`src/design/jts_pkg.sv`:
```
// Shared types for the JSON token scanner: input word, token word, token kinds.
// Depends on nothing; used by the scanner core and its checker.
package jts_pkg;

  localparam int DEF_LENGTH_BITS   = 24;
  localparam int DEF_POSITION_BITS = 32;
  localparam int QUEUE_DEPTH       = 4;

  typedef enum logic [3:0] {
    K_LBRACE   = 4'd0,
    K_RBRACE   = 4'd1,
    K_LBRACKET = 4'd2,
    K_RBRACKET = 4'd3,
    K_COLON    = 4'd4,
    K_COMMA    = 4'd5,
    K_STRING   = 4'd6,
    K_NUMBER   = 4'd7,
    K_BOOL     = 4'd8,
    K_NULL     = 4'd9,
    K_ERROR    = 4'd10,
    K_EOF      = 4'd11
  } kind_t;

  typedef struct packed {
    logic [20:0] code_point;
    logic [2:0]  byte_count;
  } item_t;

  typedef struct packed {
    kind_t       token_kind;
    logic        escaped;
    logic        is_float;
    logic [31:0] start_offset;
    logic [23:0] text_length;
    logic        last;
  } token_t;

endpackage

```
`src/design/json_token_scanner_core.sv`:
```
// JSON token scanner top level: scanner state update and token output queue.
// Depends on jts_pkg.

// Takes one decoded code point per cycle on the item channel and emits JSON
// tokens on the token channel. Each accepted word is scanned in the cycle it
// is accepted: the scanner state registers update at that edge and the zero,
// one or two tokens it causes are written into a four-entry output queue.
// item_ready is high while the queue has room for two tokens, so with the
// token side always ready the block sustains one item per cycle; the rate
// drops only when items that end a number, keyword or unterminated string
// and are tokens themselves push two tokens faster than the single token
// port drains them. The last bit marks the final token caused by one item.
// Offsets wrap at 2^POSITION_BITS and lengths saturate at 2^LENGTH_BITS - 1;
// the token fields carry the low 32 and 24 bits.
module json_token_scanner_core #(
  parameter int LENGTH_BITS   = jts_pkg::DEF_LENGTH_BITS,
  parameter int POSITION_BITS = jts_pkg::DEF_POSITION_BITS
) (
  input  logic            clk,
  input  logic            rst,
  input  logic            item_valid,
  output logic            item_ready,
  input  jts_pkg::item_t  item,
  output logic            token_valid,
  input  logic            token_ready,
  output jts_pkg::token_t token
);

  localparam int PTR_W = $clog2(jts_pkg::QUEUE_DEPTH);
  localparam int CNT_W = $clog2(jts_pkg::QUEUE_DEPTH + 1);

  localparam logic [20:0] CH_NUL    = 21'h00;
  localparam logic [20:0] CH_TAB    = 21'h09;
  localparam logic [20:0] CH_LF     = 21'h0A;
  localparam logic [20:0] CH_CR     = 21'h0D;
  localparam logic [20:0] CH_SPACE  = 21'h20;
  localparam logic [20:0] CH_QUOTE  = 21'h22;
  localparam logic [20:0] CH_PLUS   = 21'h2B;
  localparam logic [20:0] CH_COMMA  = 21'h2C;
  localparam logic [20:0] CH_MINUS  = 21'h2D;
  localparam logic [20:0] CH_DOT    = 21'h2E;
  localparam logic [20:0] CH_0      = 21'h30;
  localparam logic [20:0] CH_9      = 21'h39;
  localparam logic [20:0] CH_COLON  = 21'h3A;
  localparam logic [20:0] CH_UPPERE = 21'h45;
  localparam logic [20:0] CH_LBRKT  = 21'h5B;
  localparam logic [20:0] CH_BSLASH = 21'h5C;
  localparam logic [20:0] CH_RBRKT  = 21'h5D;
  localparam logic [20:0] CH_A      = 21'h61;
  localparam logic [20:0] CH_E      = 21'h65;
  localparam logic [20:0] CH_Z      = 21'h7A;
  localparam logic [20:0] CH_LBRACE = 21'h7B;
  localparam logic [20:0] CH_RBRACE = 21'h7D;

  localparam logic [39:0] KW_TRUE  = 40'h0074727565;
  localparam logic [39:0] KW_FALSE = 40'h66616C7365;
  localparam logic [39:0] KW_NULL  = 40'h006E756C6C;

  typedef enum logic [7:0] {
    M_IDLE     = 8'b0000_0001,
    M_WORD     = 8'b0000_0010,
    M_STR      = 8'b0000_0100,
    M_STR_ESC  = 8'b0000_1000,
    M_MINUS    = 8'b0001_0000,
    M_INT      = 8'b0010_0000,
    M_EXP_SIGN = 8'b0100_0000,
    M_EXP      = 8'b1000_0000
  } mode_t;

  function automatic logic [LENGTH_BITS-1:0] sat_add(input logic [LENGTH_BITS-1:0] a,
                                                     input logic [2:0] b);
    logic [LENGTH_BITS:0] s;
    s = {1'b0, a} + (LENGTH_BITS + 1)'(b);
    return s[LENGTH_BITS] ? {LENGTH_BITS{1'b1}} : s[LENGTH_BITS-1:0];
  endfunction

  function automatic jts_pkg::token_t make_tok(input jts_pkg::kind_t k, input logic esc,
                                               input logic flt,
                                               input logic [POSITION_BITS-1:0] start,
                                               input logic [LENGTH_BITS-1:0] len);
    jts_pkg::token_t t;
    logic [63:0]     start_w;
    logic [31:0]     len_w;
    start_w        = 64'(start);
    len_w          = 32'(len);
    t.token_kind   = k;
    t.escaped      = esc;
    t.is_float     = flt;
    t.start_offset = start_w[31:0];
    t.text_length  = len_w[23:0];
    t.last         = 1'b0;
    return t;
  endfunction

  // scanner state
  mode_t                    scan_mode, scan_mode_next;
  logic [POSITION_BITS-1:0] byte_position, byte_position_next;
  logic [POSITION_BITS-1:0] token_start, token_start_next;
  logic [LENGTH_BITS-1:0]   token_length, token_length_next;
  logic                     escape_seen, escape_seen_next;
  logic                     float_seen, float_seen_next;
  logic                     dot_seen, dot_seen_next;
  logic [39:0]              keyword_letters, keyword_letters_next;

  logic [20:0]              cp;
  logic [2:0]               bc;
  logic                     is_dig, is_low;
  logic [LENGTH_BITS-1:0]   bc_len, len_inc;

  // idle scan of the current word, used directly and for rescans
  logic                     idle_emit, idle_begin, idle_kw_load;
  jts_pkg::kind_t           idle_kind;
  mode_t                    idle_mode;
  logic [POSITION_BITS-1:0] idle_start;
  jts_pkg::token_t          idle_tok;

  logic                     mode_emit, rescan;
  jts_pkg::token_t          mode_tok;
  jts_pkg::kind_t           word_kind;
  logic                     num_float;
  logic [1:0]               push_n;
  jts_pkg::token_t          tok0, tok1;

  // output queue
  jts_pkg::token_t          queue [jts_pkg::QUEUE_DEPTH];
  logic [PTR_W-1:0]         head, tail;
  logic [CNT_W-1:0]         count;
  logic                     accept, pop;

  assign cp      = item.code_point;
  assign bc      = item.byte_count;
  assign is_dig  = (cp >= CH_0) && (cp <= CH_9);
  assign is_low  = (cp >= CH_A) && (cp <= CH_Z);
  assign bc_len  = LENGTH_BITS'(bc);
  assign len_inc = sat_add(token_length, bc);

  always_comb begin
    idle_emit    = 1'b0;
    idle_begin   = 1'b0;
    idle_kw_load = 1'b0;
    idle_kind    = jts_pkg::K_ERROR;
    idle_mode    = M_IDLE;
    idle_start   = byte_position;
    case (cp) inside
      CH_SPACE, CH_TAB, CH_LF, CH_CR: ;
      CH_LBRACE: begin idle_emit = 1'b1; idle_kind = jts_pkg::K_LBRACE;   end
      CH_RBRACE: begin idle_emit = 1'b1; idle_kind = jts_pkg::K_RBRACE;   end
      CH_LBRKT:  begin idle_emit = 1'b1; idle_kind = jts_pkg::K_LBRACKET; end
      CH_RBRKT:  begin idle_emit = 1'b1; idle_kind = jts_pkg::K_RBRACKET; end
      CH_COLON:  begin idle_emit = 1'b1; idle_kind = jts_pkg::K_COLON;    end
      CH_COMMA:  begin idle_emit = 1'b1; idle_kind = jts_pkg::K_COMMA;    end
      CH_NUL:    begin idle_emit = 1'b1; idle_kind = jts_pkg::K_EOF;      end
      CH_QUOTE: begin
        // string text starts after the opening quote
        idle_begin = 1'b1;
        idle_mode  = M_STR;
        idle_start = byte_position + POSITION_BITS'(bc);
      end
      CH_MINUS: begin
        idle_begin = 1'b1;
        idle_mode  = M_MINUS;
      end
      default: begin
        if (is_low) begin
          idle_begin   = 1'b1;
          idle_kw_load = 1'b1;
          idle_mode    = M_WORD;
        end else if (is_dig) begin
          idle_begin = 1'b1;
          idle_mode  = M_INT;
        end else begin
          idle_emit = 1'b1;
        end
      end
    endcase
    idle_tok = make_tok(idle_kind, 1'b0, 1'b0, byte_position,
                        (idle_kind == jts_pkg::K_EOF) ? '0 : bc_len);
  end

  always_comb begin
    word_kind = jts_pkg::K_ERROR;
    if ((token_length == LENGTH_BITS'(4) && keyword_letters == KW_TRUE) ||
        (token_length == LENGTH_BITS'(5) && keyword_letters == KW_FALSE)) begin
      word_kind = jts_pkg::K_BOOL;
    end else if (token_length == LENGTH_BITS'(4) && keyword_letters == KW_NULL) begin
      word_kind = jts_pkg::K_NULL;
    end
  end

  assign num_float = float_seen || (token_length > LENGTH_BITS'(18));

  always_comb begin
    scan_mode_next       = scan_mode;
    byte_position_next   = byte_position + POSITION_BITS'(bc);
    token_start_next     = token_start;
    token_length_next    = token_length;
    escape_seen_next     = escape_seen;
    float_seen_next      = float_seen;
    dot_seen_next        = dot_seen;
    keyword_letters_next = keyword_letters;
    mode_emit            = 1'b0;
    rescan               = 1'b0;
    mode_tok = make_tok(jts_pkg::K_ERROR, 1'b0, 1'b0, token_start, token_length);

    unique case (scan_mode)
      M_WORD: begin
        if (is_low) begin
          // keep only the first five letters
          if (token_length < LENGTH_BITS'(5)) begin
            keyword_letters_next = {keyword_letters[31:0], cp[7:0]};
          end
          token_length_next = len_inc;
        end else begin
          mode_emit = 1'b1;
          mode_tok  = make_tok(word_kind, 1'b0, 1'b0, token_start, token_length);
          rescan    = 1'b1;
        end
      end
      M_STR, M_STR_ESC: begin
        if (cp == CH_NUL) begin
          // unterminated string: error for the text so far, then eof
          mode_emit = 1'b1;
          rescan    = 1'b1;
        end else if (scan_mode == M_STR_ESC) begin
          token_length_next = len_inc;
          scan_mode_next    = M_STR;
        end else if (cp == CH_BSLASH) begin
          escape_seen_next  = 1'b1;
          token_length_next = len_inc;
          scan_mode_next    = M_STR_ESC;
        end else if (cp == CH_QUOTE) begin
          mode_emit      = 1'b1;
          mode_tok       = make_tok(jts_pkg::K_STRING, escape_seen, 1'b0,
                                    token_start, token_length);
          scan_mode_next = M_IDLE;
        end else begin
          token_length_next = len_inc;
        end
      end
      M_MINUS: begin
        if (is_dig) begin
          token_length_next = len_inc;
          scan_mode_next    = M_INT;
        end else begin
          mode_emit      = 1'b1;
          scan_mode_next = M_IDLE;
        end
      end
      M_INT: begin
        if (is_dig) begin
          token_length_next = len_inc;
        end else if (cp == CH_DOT) begin
          float_seen_next = 1'b1;
          if (dot_seen) begin
            mode_emit      = 1'b1;
            scan_mode_next = M_IDLE;
          end else begin
            dot_seen_next     = 1'b1;
            token_length_next = len_inc;
          end
        end else if (cp == CH_E || cp == CH_UPPERE) begin
          float_seen_next   = 1'b1;
          token_length_next = len_inc;
          scan_mode_next    = M_EXP_SIGN;
        end else begin
          mode_emit = 1'b1;
          mode_tok  = make_tok(jts_pkg::K_NUMBER, 1'b0, num_float, token_start,
                               token_length);
          rescan    = 1'b1;
        end
      end
      M_EXP_SIGN: begin
        // the offender is counted into the error length
        token_length_next = len_inc;
        if (cp == CH_PLUS || cp == CH_MINUS || is_dig) begin
          scan_mode_next = M_EXP;
        end else begin
          mode_emit      = 1'b1;
          mode_tok       = make_tok(jts_pkg::K_ERROR, 1'b0, 1'b0, token_start, len_inc);
          scan_mode_next = M_IDLE;
        end
      end
      M_EXP: begin
        if (is_dig) begin
          token_length_next = len_inc;
        end else begin
          mode_emit = 1'b1;
          mode_tok  = make_tok(jts_pkg::K_NUMBER, 1'b0, num_float, token_start,
                               token_length);
          rescan    = 1'b1;
        end
      end
      default: rescan = 1'b1;
    endcase

    if (rescan) begin
      scan_mode_next = idle_mode;
      if (idle_begin) begin
        // a string starts empty, the quote is not part of its text
        token_start_next  = idle_start;
        token_length_next = (idle_mode == M_STR) ? '0 : bc_len;
        escape_seen_next  = 1'b0;
        float_seen_next   = 1'b0;
        dot_seen_next     = 1'b0;
      end
      if (idle_kw_load) begin
        keyword_letters_next = 40'(cp[7:0]);
      end
    end
  end

  always_comb begin
    push_n    = 2'(mode_emit) + 2'(rescan && idle_emit);
    tok0      = mode_emit ? mode_tok : idle_tok;
    tok0.last = (push_n == 2'd1);
    tok1      = idle_tok;
    tok1.last = 1'b1;
  end

  assign item_ready  = (count <= CNT_W'(jts_pkg::QUEUE_DEPTH - 2));
  assign accept      = item_valid && item_ready;
  assign token_valid = (count != '0);
  assign token       = queue[head];
  assign pop         = token_valid && token_ready;

  always_ff @(posedge clk) begin
    if (rst) begin
      scan_mode       <= M_IDLE;
      byte_position   <= '0;
      token_start     <= '0;
      token_length    <= '0;
      escape_seen     <= 1'b0;
      float_seen      <= 1'b0;
      dot_seen        <= 1'b0;
      keyword_letters <= '0;
    end else if (accept) begin
      scan_mode       <= scan_mode_next;
      byte_position   <= byte_position_next;
      token_start     <= token_start_next;
      token_length    <= token_length_next;
      escape_seen     <= escape_seen_next;
      float_seen      <= float_seen_next;
      dot_seen        <= dot_seen_next;
      keyword_letters <= keyword_letters_next;
    end
  end

  always_ff @(posedge clk) begin
    if (accept && push_n != 2'd0) begin
      queue[tail] <= tok0;
    end
    if (accept && push_n == 2'd2) begin
      queue[tail + PTR_W'(1)] <= tok1;
    end
  end

  always_ff @(posedge clk) begin
    if (rst) begin
      head  <= '0;
      tail  <= '0;
      count <= '0;
    end else begin
      if (accept) begin
        tail <= tail + PTR_W'(push_n);
      end
      if (pop) begin
        head <= head + PTR_W'(1);
      end
      count <= count + CNT_W'(accept ? push_n : 2'd0) - CNT_W'(pop);
    end
  end

endmodule

```
`config.mk`:
```
export PLATFORM = sky130hd
export DESIGN_NAME = json_token_scanner_core
export DESIGN_NICKNAME = d
export VERILOG_FILES = /design/src/design/jts_pkg.sv /design/src/design/json_token_scanner_core.sv
export SDC_FILE = /design/constraint.sdc
export NUM_CORES = 1
export LEC_CHECK = 0
export BUFFER_PORTS_ARGS = -buffer_cell sky130_fd_sc_hd__buf_2
export CAP_MARGIN = 10
export CORE_MARGIN = 1.5
export CORE_UTILIZATION = 40
export DETAILED_ROUTE_END_ITERATION = 10
export HOLD_SLACK_MARGIN = 0.15
export PLACE_DENSITY = 0.66
export SLEW_MARGIN = 0
export SYNTH_ARGS = -nofsm -noshare
export SYNTH_HDL_FRONTEND = slang
export SYNTH_SLANG_ARGS = --single-unit
```
`constraint.sdc`:
```
create_clock -name clk -period 4.9 [get_ports clk]
set_clock_uncertainty 0.15 [all_clocks]
set_input_delay 0.98 -clock clk [delete_from_list [all_inputs] [get_ports clk]]
set_output_delay 0.98 -clock clk [all_outputs]
set_load 0.05 [all_outputs]
```
==> impl_metrics.env, run 1 <==
export IMPL_h_tree_depth=2
export IMPL_synth_flop_cell="dfxtp_1"
export IMPL_synth_warnings=0
export IMPL_fillers=4564
export IMPL_crit_top_cell="buf_4"
export IMPL_drt_iter0_drc=1246
export IMPL_slowest_delay_ns=0.50
export IMPL_vdd_ir_drop_max_mv=0.1997
export IMPL_syn_avg_cell_area_um2=10.04
export IMPL_utilization=0.4681
export IMPL_fp_dieW_um=225.7
export IMPL_rows=81
export IMPL_cts_root_buf="clkbuf_16"
export IMPL_syn_cell_area_um2=19830
export IMPL_crit_fanout=32
export IMPL_p_sw_w=0.002908
export IMPL_grt_pass1_wl_mm=92.65
export IMPL_gp_congestion=0.9244
export IMPL_clk_latency_ns=0.59
export IMPL_p_clk_frac=0.372
export IMPL_antenna_found_initial=1
export IMPL_period_share=0.8392
export IMPL_path_delay_family="compound AO/OA/AOI/OAI gates"
export IMPL_drv_slew=0
export IMPL_hold_path_class="flop to flop"
export IMPL_cts_inserted_buffers=44
export IMPL_synth_nets=2019
export IMPL_hold_buffers=0
export IMPL_first_global_vias=15810
export IMPL_totalWireLength_mm=59.76
export IMPL_ys_ff_latch=400
export IMPL_num_io_pins=93
export IMPL_synth_cell_type_count=77
export IMPL_synthArstFlopShare=0
export IMPL_critPathSlowestCell="or3_1"
export IMPL_cts_sink_count=400
export IMPL_core_um2=48950
export IMPL_cp_arrival_ns=4.42
export IMPL_cts_clk_slew_worst_paths_ns=0.06
export IMPL_area_growth_synth_to_final_pct=15.54
export IMPL_crit_required_ns=5.20
export IMPL_cap_viol_max_count=0
export IMPL_critPathCaptureType="flop"
export IMPL_drt_pass1_iter_count=5
export IMPL_antenna_left=0
export IMPL_cts_max_path_buffers=3
export IMPL_setup_viol_count_final=0
export IMPL_dp_hpwl_mm=39.11
export IMPL_fin_nets=2073
export IMPL_io_buffers=92
export IMPL_ctsResizeCount=0
export IMPL_worstMarginPinSlew_ns=1.071
export IMPL_vias_per_cell=6.019
export IMPL_grt_ovfl_total=0
export IMPL_cp_cell_sequence="buf_2, nor4_1, buf_4, nand4_1, o21ai_0, a32oi_1, buf_4, a21oi_1, nand2_1, ha_1, buf_4, or3_1, o31ai_4, buf_12, a22o_1"
export IMPL_grt_usage=0.2338
export IMPL_rsz0062_at_grt="no"
export IMPL_fmax_mhz=243.2
export IMPL_critPathLaunchType="input port"
export IMPL_slew_headroom=0.2786
export IMPL_period_needed_ns=4.112
export IMPL_grt_max_degree=77
export IMPL_start_util=0.4051
export IMPL_pwr_share_seq=0.416
export IMPL_drc=0
export IMPL_critPathKind="input port to flop"
export IMPL_cts_setup_buffers=0
export IMPL_synth_edf_count=156
export IMPL_critPathBufInv=5
export IMPL_wire_per_inst_um=21.88
export IMPL_p_sw_frac=0.3185
export IMPL_p_comb_frac=0.212
export IMPL_vias=16440
export IMPL_finalSetupTns_ns=0
export IMPL_cts_tree="built"
export IMPL_intPower_w=0.006221
export IMPL_power_density_nw_per_um2=398.4
export IMPL_synth_seq_area_share=0.4826
export IMPL_status="completed"
export IMPL_die_h_um=225.7
export IMPL_power_leakage_nw=7.896
export IMPL_finalPower_w=0.009129
export IMPL_dieArea_um2=50920
export IMPL_syn_instance_count=1976
export IMPL_hold_violations=0
export IMPL_drive_gt1_frac=0.1762
export IMPL_r2r_setup_slack_ns=1.05
cell usage in the layout (no fill, tap or decap), drive strengths merged, types with 11 or more instances in the layout:
master,n
nand3,57
a21oi,144
nor4,25
inv,26
edfxtp,156
and3,17
o22ai,23
and4,11
and2,11
xnor2,32
a31oi,21
or3,22
o21ai,101
clkinv,13
nand4,37
clkbuf,59
nor3,37
xor2,28
nor2,79
a211oi,21
mux4,63
dfxtp,244
a22o,169
nand2,281
ha,12
o211ai,11
buf,186
nand2b,11
power groups by stage:
stage | sequential, W | combinational [W] | clock [W]
after global placement | 0.00386 | 0.00193 | 0
final | 0.00379 | 0.00194 | 0.00340
after global routing | 0.00382 | 0.00203 | 0.00357
after floorplan | 0.00374 | 0.00149 | 0
after detailed placement | 0.00387 | 0.00194 | 0
after CTS | 0.00380 | 0.00194 | 0.00344
final cells by class:
class	instances	area [um2]	area share
Antenna cell	1	2.502	0.0001092
Clock buffer	58	1215	0.05303
Clock inverter	24	270.3	0.01180
Inverter	25	108.9	0.004751
Multi-Input combinational cell	1372	9537	0.4162
Sequential cell	400	9577	0.4180
Tap cell	664	830.8	0.03626
Timing Repair Buffer	187	1371	0.05985
worst paths after layout:
kind,to,depth (start not counted),start
max reg2reg,queue[3][45],13,scan_mode[7]
min reg2reg,queue[1][14],2,queue[1][14]
min,queue[1][14],2,queue[1][14]
max,queue[3][45],15,item[11]
routing by layer:
| metal | wire (um) | global-route usage | vias up | part of all wire |
|---|---|---|---|---|
| met5 | 0 | 0 | - | 0 |
| met1 | 25670 | 0.3103 | 8124 | 0.43 |
| met3 | 4019 | 0.04072 | 112 | 0.067 |
| li1 | - | - | 7594 | - |
| met2 | 28530 | 0.3880 | 608 | 0.48 |
| met4 | 1544 | 0.07339 | 0 | 0.026 |
synth_stat cells, types with 12 or more instances:
master / instances / area, um2
a31oi_1: 21 / 131.4
dfxtp_1: 244 / 4885
nor4_1: 25 / 156.4
xnor2_1: 32 / 280.3
nand4_1: 37 / 231.5
a22o_1: 169 / 1480
o21ai_0: 99 / 495.5
nor2_1: 79 / 296.5
nand3_1: 57 / 285.3
ha_1: 12 / 150.1
edfxtp_1: 156 / 4684
nor3_1: 36 / 180.2
o22ai_1: 23 / 143.9
nand2_1: 281 / 1055
xor2_1: 28 / 245.2
buf_2: 15 / 75.07
inv_1: 25 / 93.84
or3_1: 22 / 137.6
mux4_2: 63 / 1419
and3_1: 17 / 106.4
clkbuf_1: 146 / 548.0
a21oi_1: 143 / 715.7
a211oi_1: 20 / 150.1
sequential cells by signal (all words and copies together), names as in the netlist, named ones only:
| signal | flops |
|---|---|
| byte_position | 32 |
| count | 3 |
| dot_seen | 1 |
| escape_seen | 1 |
| float_seen | 1 |
| head | 2 |
| keyword_letters | 40 |
| queue | 252 |
| scan_mode | 8 |
| tail | 2 |
| token_length | 24 |
| token_start | 32 |
per-stage QoR:
step	instances	area, um2	worst slack, ns	hold slack, ns
3_5_place_dp	2646	21390	0.2340	0.2895
4_1_cts	2728	22870	0.8393	0.3021
6_report	2731	22910	0.7881	0.2977
3_3_place_gp	2646	21390	0.2597	0.2779
5_1_grt	2730	22910	0.5904	0.3218
2_1_floorplan	1976	19900	0.003279	0.2698
cell families after synthesis:
family,after synthesis,share of synthesized area
compound gates,575,0.2008
xor+xnor,60,0.02650
fa+ha+maj,15,0.01060
buf+inv,204,0.04202
flops,400,0.4826
mux,70,0.07508
simple gates,652,0.1624
worst reg2reg max path: stages (launching register included):
cell	delay (ns)
dfxtp_1	0.38
nor2_1	0.43
nand4b_1	0.45
or3b_2	0.36
nand2_1	0.08
a221oi_2	0.30
nand2_2	0.13
inv_1	0.08
ha_1	0.20
buf_4	0.18
or3_1	0.28
o31ai_4	0.09
buf_12	0.22
a22o_1	0.27
Power figures use the tool's default switching activity.
==> run 2: changes to the inputs <==
--- a/config.mk
+++ b/config.mk
@@ -5,6 +5,7 @@
 export SDC_FILE = /design/constraint.sdc
 export NUM_CORES = 1
 export LEC_CHECK = 0
+export ABC_AREA = 1
 export BUFFER_PORTS_ARGS = -buffer_cell sky130_fd_sc_hd__buf_2
 export CAP_MARGIN = 10
 export CORE_MARGIN = 1.5
==> constraint.sdc (replaced) <==
create_clock -name clk -period 3.7 [get_ports clk]
set_clock_uncertainty 0.15 [all_clocks]
set_input_delay 0.74 -clock clk [delete_from_list [all_inputs] [get_ports clk]]
set_output_delay 0.74 -clock clk [all_outputs]
set_load 0.05 [all_outputs]
==> run 2 against run 1 <==
Utilization grew 1.1 points. Clock-buffer cell count decreased by 6. Critical path depth grew 5. Final cell count is 35% higher. Critical endpoint is now count[1]. Largest cell class is now multi-input combinational cells. Highest routed layer unchanged.
==> impl_metrics.env, run 2 <==
export IMPL_num_io_pins=93
export IMPL_p_sw_frac=0.3858
export IMPL_syn_instance_count=2827
export IMPL_vias_per_cell=5.752
export IMPL_finalPower_w=0.01432
export IMPL_pwr_share_seq=0.363
export IMPL_cts_sink_count=400
export IMPL_p_clk_frac=0.315
export IMPL_hold_path_end="queue[1][22]"
export IMPL_power_leakage_nw=9.811
export IMPL_fin_ws_ns=0.2820
export IMPL_fillers=5140
export IMPL_min_path_cells=2
export IMPL_io_buffers=92
export IMPL_worstMarginPinSlew_ns=1.005
export IMPL_grt_max_degree=127
export IMPL_rsz0062_at_grt="no"
export IMPL_hp_start="queue[1][22]"
export IMPL_synth_flop_cell="dfxtp_1"
export IMPL_crit_required_ns=4.06
export IMPL_drv_slew=0
export IMPL_dieArea_um2=55250
export IMPL_p_comb_frac=0.322
export IMPL_totalWireLength_mm=71.62
export IMPL_fmax_mhz=292.6
export IMPL_die_h_um=235.1
export IMPL_grt_pass1_wl_mm=111.0
export IMPL_synth_warnings=0
export IMPL_critPathLaunchType="flop"
export IMPL_timing_reg2reg_worst_path_depth=20
export IMPL_drt_iter0_drc=1915
export IMPL_cp_arrival_ns=3.78
export IMPL_fin_nets=2998
export IMPL_wire_per_inst_um=19.48
export IMPL_gp_congestion=0.9945
export IMPL_n_antenna_cell=0
export IMPL_start_util=0.4075
export IMPL_regMostFlops="queue"
export IMPL_cts_clk_slew_worst_paths_ns=0.06
export IMPL_critPathCaptureType="flop"
export IMPL_yosys_cell_count_top_type="nand2_1"
export IMPL_cts_max_path_buffers=3
export IMPL_utilization=0.4794
export IMPL_hold_path_class="flop to flop"
export IMPL_vdd_ir_drop_max_mv=0.3378
export IMPL_layout_commonest_cell="nand2_1"
export IMPL_synth_seq_area_share=0.4442
export IMPL_synth_area_leaders="dfxtp_1 23%, edfxtp_1 22%, nand2_1 10%, o21ai_0 7.0%, o22ai_1 5.8%"
export IMPL_slew_headroom=0.3228
export IMPL_area_growth_synth_to_final_pct=17.65
export IMPL_drt_pass1_iter_count=6
export IMPL_power_density_nw_per_um2=565.1
export IMPL_synth_nets=2870
export IMPL_synth_cell_type_count=58
export IMPL_finalSetupTns_ns=0
export IMPL_dp_hpwl_mm=49.73
export IMPL_synthTopCellsByCount="582 x nand2_1, 303 x o21ai_0, 293 x nor2_1"
export IMPL_cts_root_buf="clkbuf_16"
export IMPL_core_um2=52870
export IMPL_cts_setup_buffers=0
export IMPL_intPower_w=0.008797
export IMPL_drive_gt1_frac=0.1582
export IMPL_clk_latency_ns=0.57
export IMPL_vias=21150
export IMPL_syn_cell_area_um2=21540
export IMPL_grt_ovfl_total=0
export IMPL_antenna_found_initial=0
export IMPL_rows=84
export IMPL_setup_viol_count_final=0
export IMPL_first_global_vias=19610
export IMPL_fp_dieW_um=235.1
export IMPL_r2r_setup_slack_ns=0.28
export IMPL_critPathKind="flop to flop"
export IMPL_r2r_start="scan_mode[0]"
export IMPL_crit_fanout=4
export IMPL_synth_edf_count=156
export IMPL_p_sw_w=0.005526
export IMPL_yosysTopAreaCellShare=0.2268
export IMPL_yosysTopAreaCell="dfxtp_1"
export IMPL_hold_violations=0
export IMPL_cap_viol_max_count=0
export IMPL_status="completed"
export IMPL_antenna_left=0
export IMPL_ys_ff_latch=400
export IMPL_grt_usage=0.2514
export IMPL_synthArstFlopShare=0
export IMPL_period_share=0.9238
export IMPL_drc=0
export IMPL_reg_top3="queue: 252 flops, keyword_letters: 40 flops"
export IMPL_syn_avg_cell_area_um2=7.620
export IMPL_dp_slack_ns=-0.1576
export IMPL_regToRegEndpoint="count[1]"
export IMPL_layout_common_cells="572 x nand2_1, 302 x o21ai_0, 287 x nor2_1"
export IMPL_h_tree_depth=2
export IMPL_largest_register_ffs=252
export IMPL_period_needed_ns=3.418
export IMPL_cts_inserted_buffers=44
export IMPL_ctsResizeCount=0
export IMPL_cts_tree="built"
export IMPL_hold_buffers=0
run 2: cell count changes in the layout (fill, tap and decap cells not counted), sizes merged, moves of 63 or more:
cell / change
nand2: +328
o21ai: +271
inv: +232
nor2: +228
o22ai: +176
a22o: -169
nand3: +76
buf: +67
mux4: -63
run 2: power groups by stage:
stage / registers, W / logic (W) / clock network [W]
2_1_floorplan: 0.00521 / 0.00329 / 0
3_5_place_dp: 0.00528 / 0.00458 / 0
3_3_place_gp: 0.00527 / 0.00452 / 0
6_report: 0.00520 / 0.00462 / 0.00451
5_1_grt: 0.00524 / 0.00493 / 0.00473
4_1_cts: 0.00519 / 0.00460 / 0.00457
run 2: per-layer routing:
metal  GRT usage  vias up  share of wire
li1            -    10030              -
met1      0.3458    10070           0.44
met2      0.4008      913           0.45
met3     0.04041      143          0.077
met4     0.08579        0          0.032
met5           0        -              0
run 2: kinds of logic (layout without fill, tap and decap cells):
family / count (synthesis) / after routing / synth area share
AO/OA/AOI/OAI: 761 / 761 / 0.2125
XOR/XNOR: 36 / 36 / 0.01464
adder cells (fa/ha/maj): 15 / 15 / 0.009758
buffers and inverters: 441 / 603 / 0.08295
flip-flops: 400 / 400 / 0.4442
multiplexers: 3 / 3 / 0.001394
AND/OR/NAND/NOR: 1171 / 1171 / 0.2345
run 2: area by class of cell:
cell class,count,area [um2],share of cell area
clock buffers,52,1191,0.04700
clock inverters,28,285.3,0.01126
inverters,270,1054,0.04157
multi-input cells,1986,10370,0.4092
flip-flops and latches,400,9574,0.3778
well taps,688,860.8,0.03397
repair buffers,253,2007,0.07919
run 2: critical path: stages, from the launching register on:
cell and delay (ns):
dfxtp_1 0.32, nor2_1 0.18, nand3_1 0.20, nor2_1 0.34
inv_2 0.11, nand2_1 0.10, nor2_1 0.07, nand2_2 0.12
nand3_4 0.07, nand2_1 0.07, inv_1 0.06, nand2_2 0.09
inv_2 0.05, ha_4 0.25, nand2_1 0.05, ha_1 0.29
inv_1 0.04, ha_2 0.17, fa_2 0.52, inv_1 0.04
nor2_1 0.07
run 2: stage by stage:
step | cell area, um2 | hold WS (ns) | cells
finish | 25340 | 0.3028 | 3677
CTS | 25340 | 0.3030 | 3677
global placement | 23870 | 0.2829 | 3597
floorplan | 21850 | 0.2707 | 2827
detailed placement | 23870 | 0.2864 | 3597
global route | 25340 | 0.3244 | 3677
run 2: worst max path at each step:
stage          endpoint          from  slack (ns)
5_1_grt        count[1]  scan_mode[0]         0.1
4_1_cts        count[1]  scan_mode[0]        0.32
6_report       count[1]  scan_mode[0]        0.28
3_3_place_gp   count[1]      item[12]       -0.10
2_1_floorplan  count[1]      item[22]       -0.05
3_5_place_dp   count[1]      item[12]       -0.16
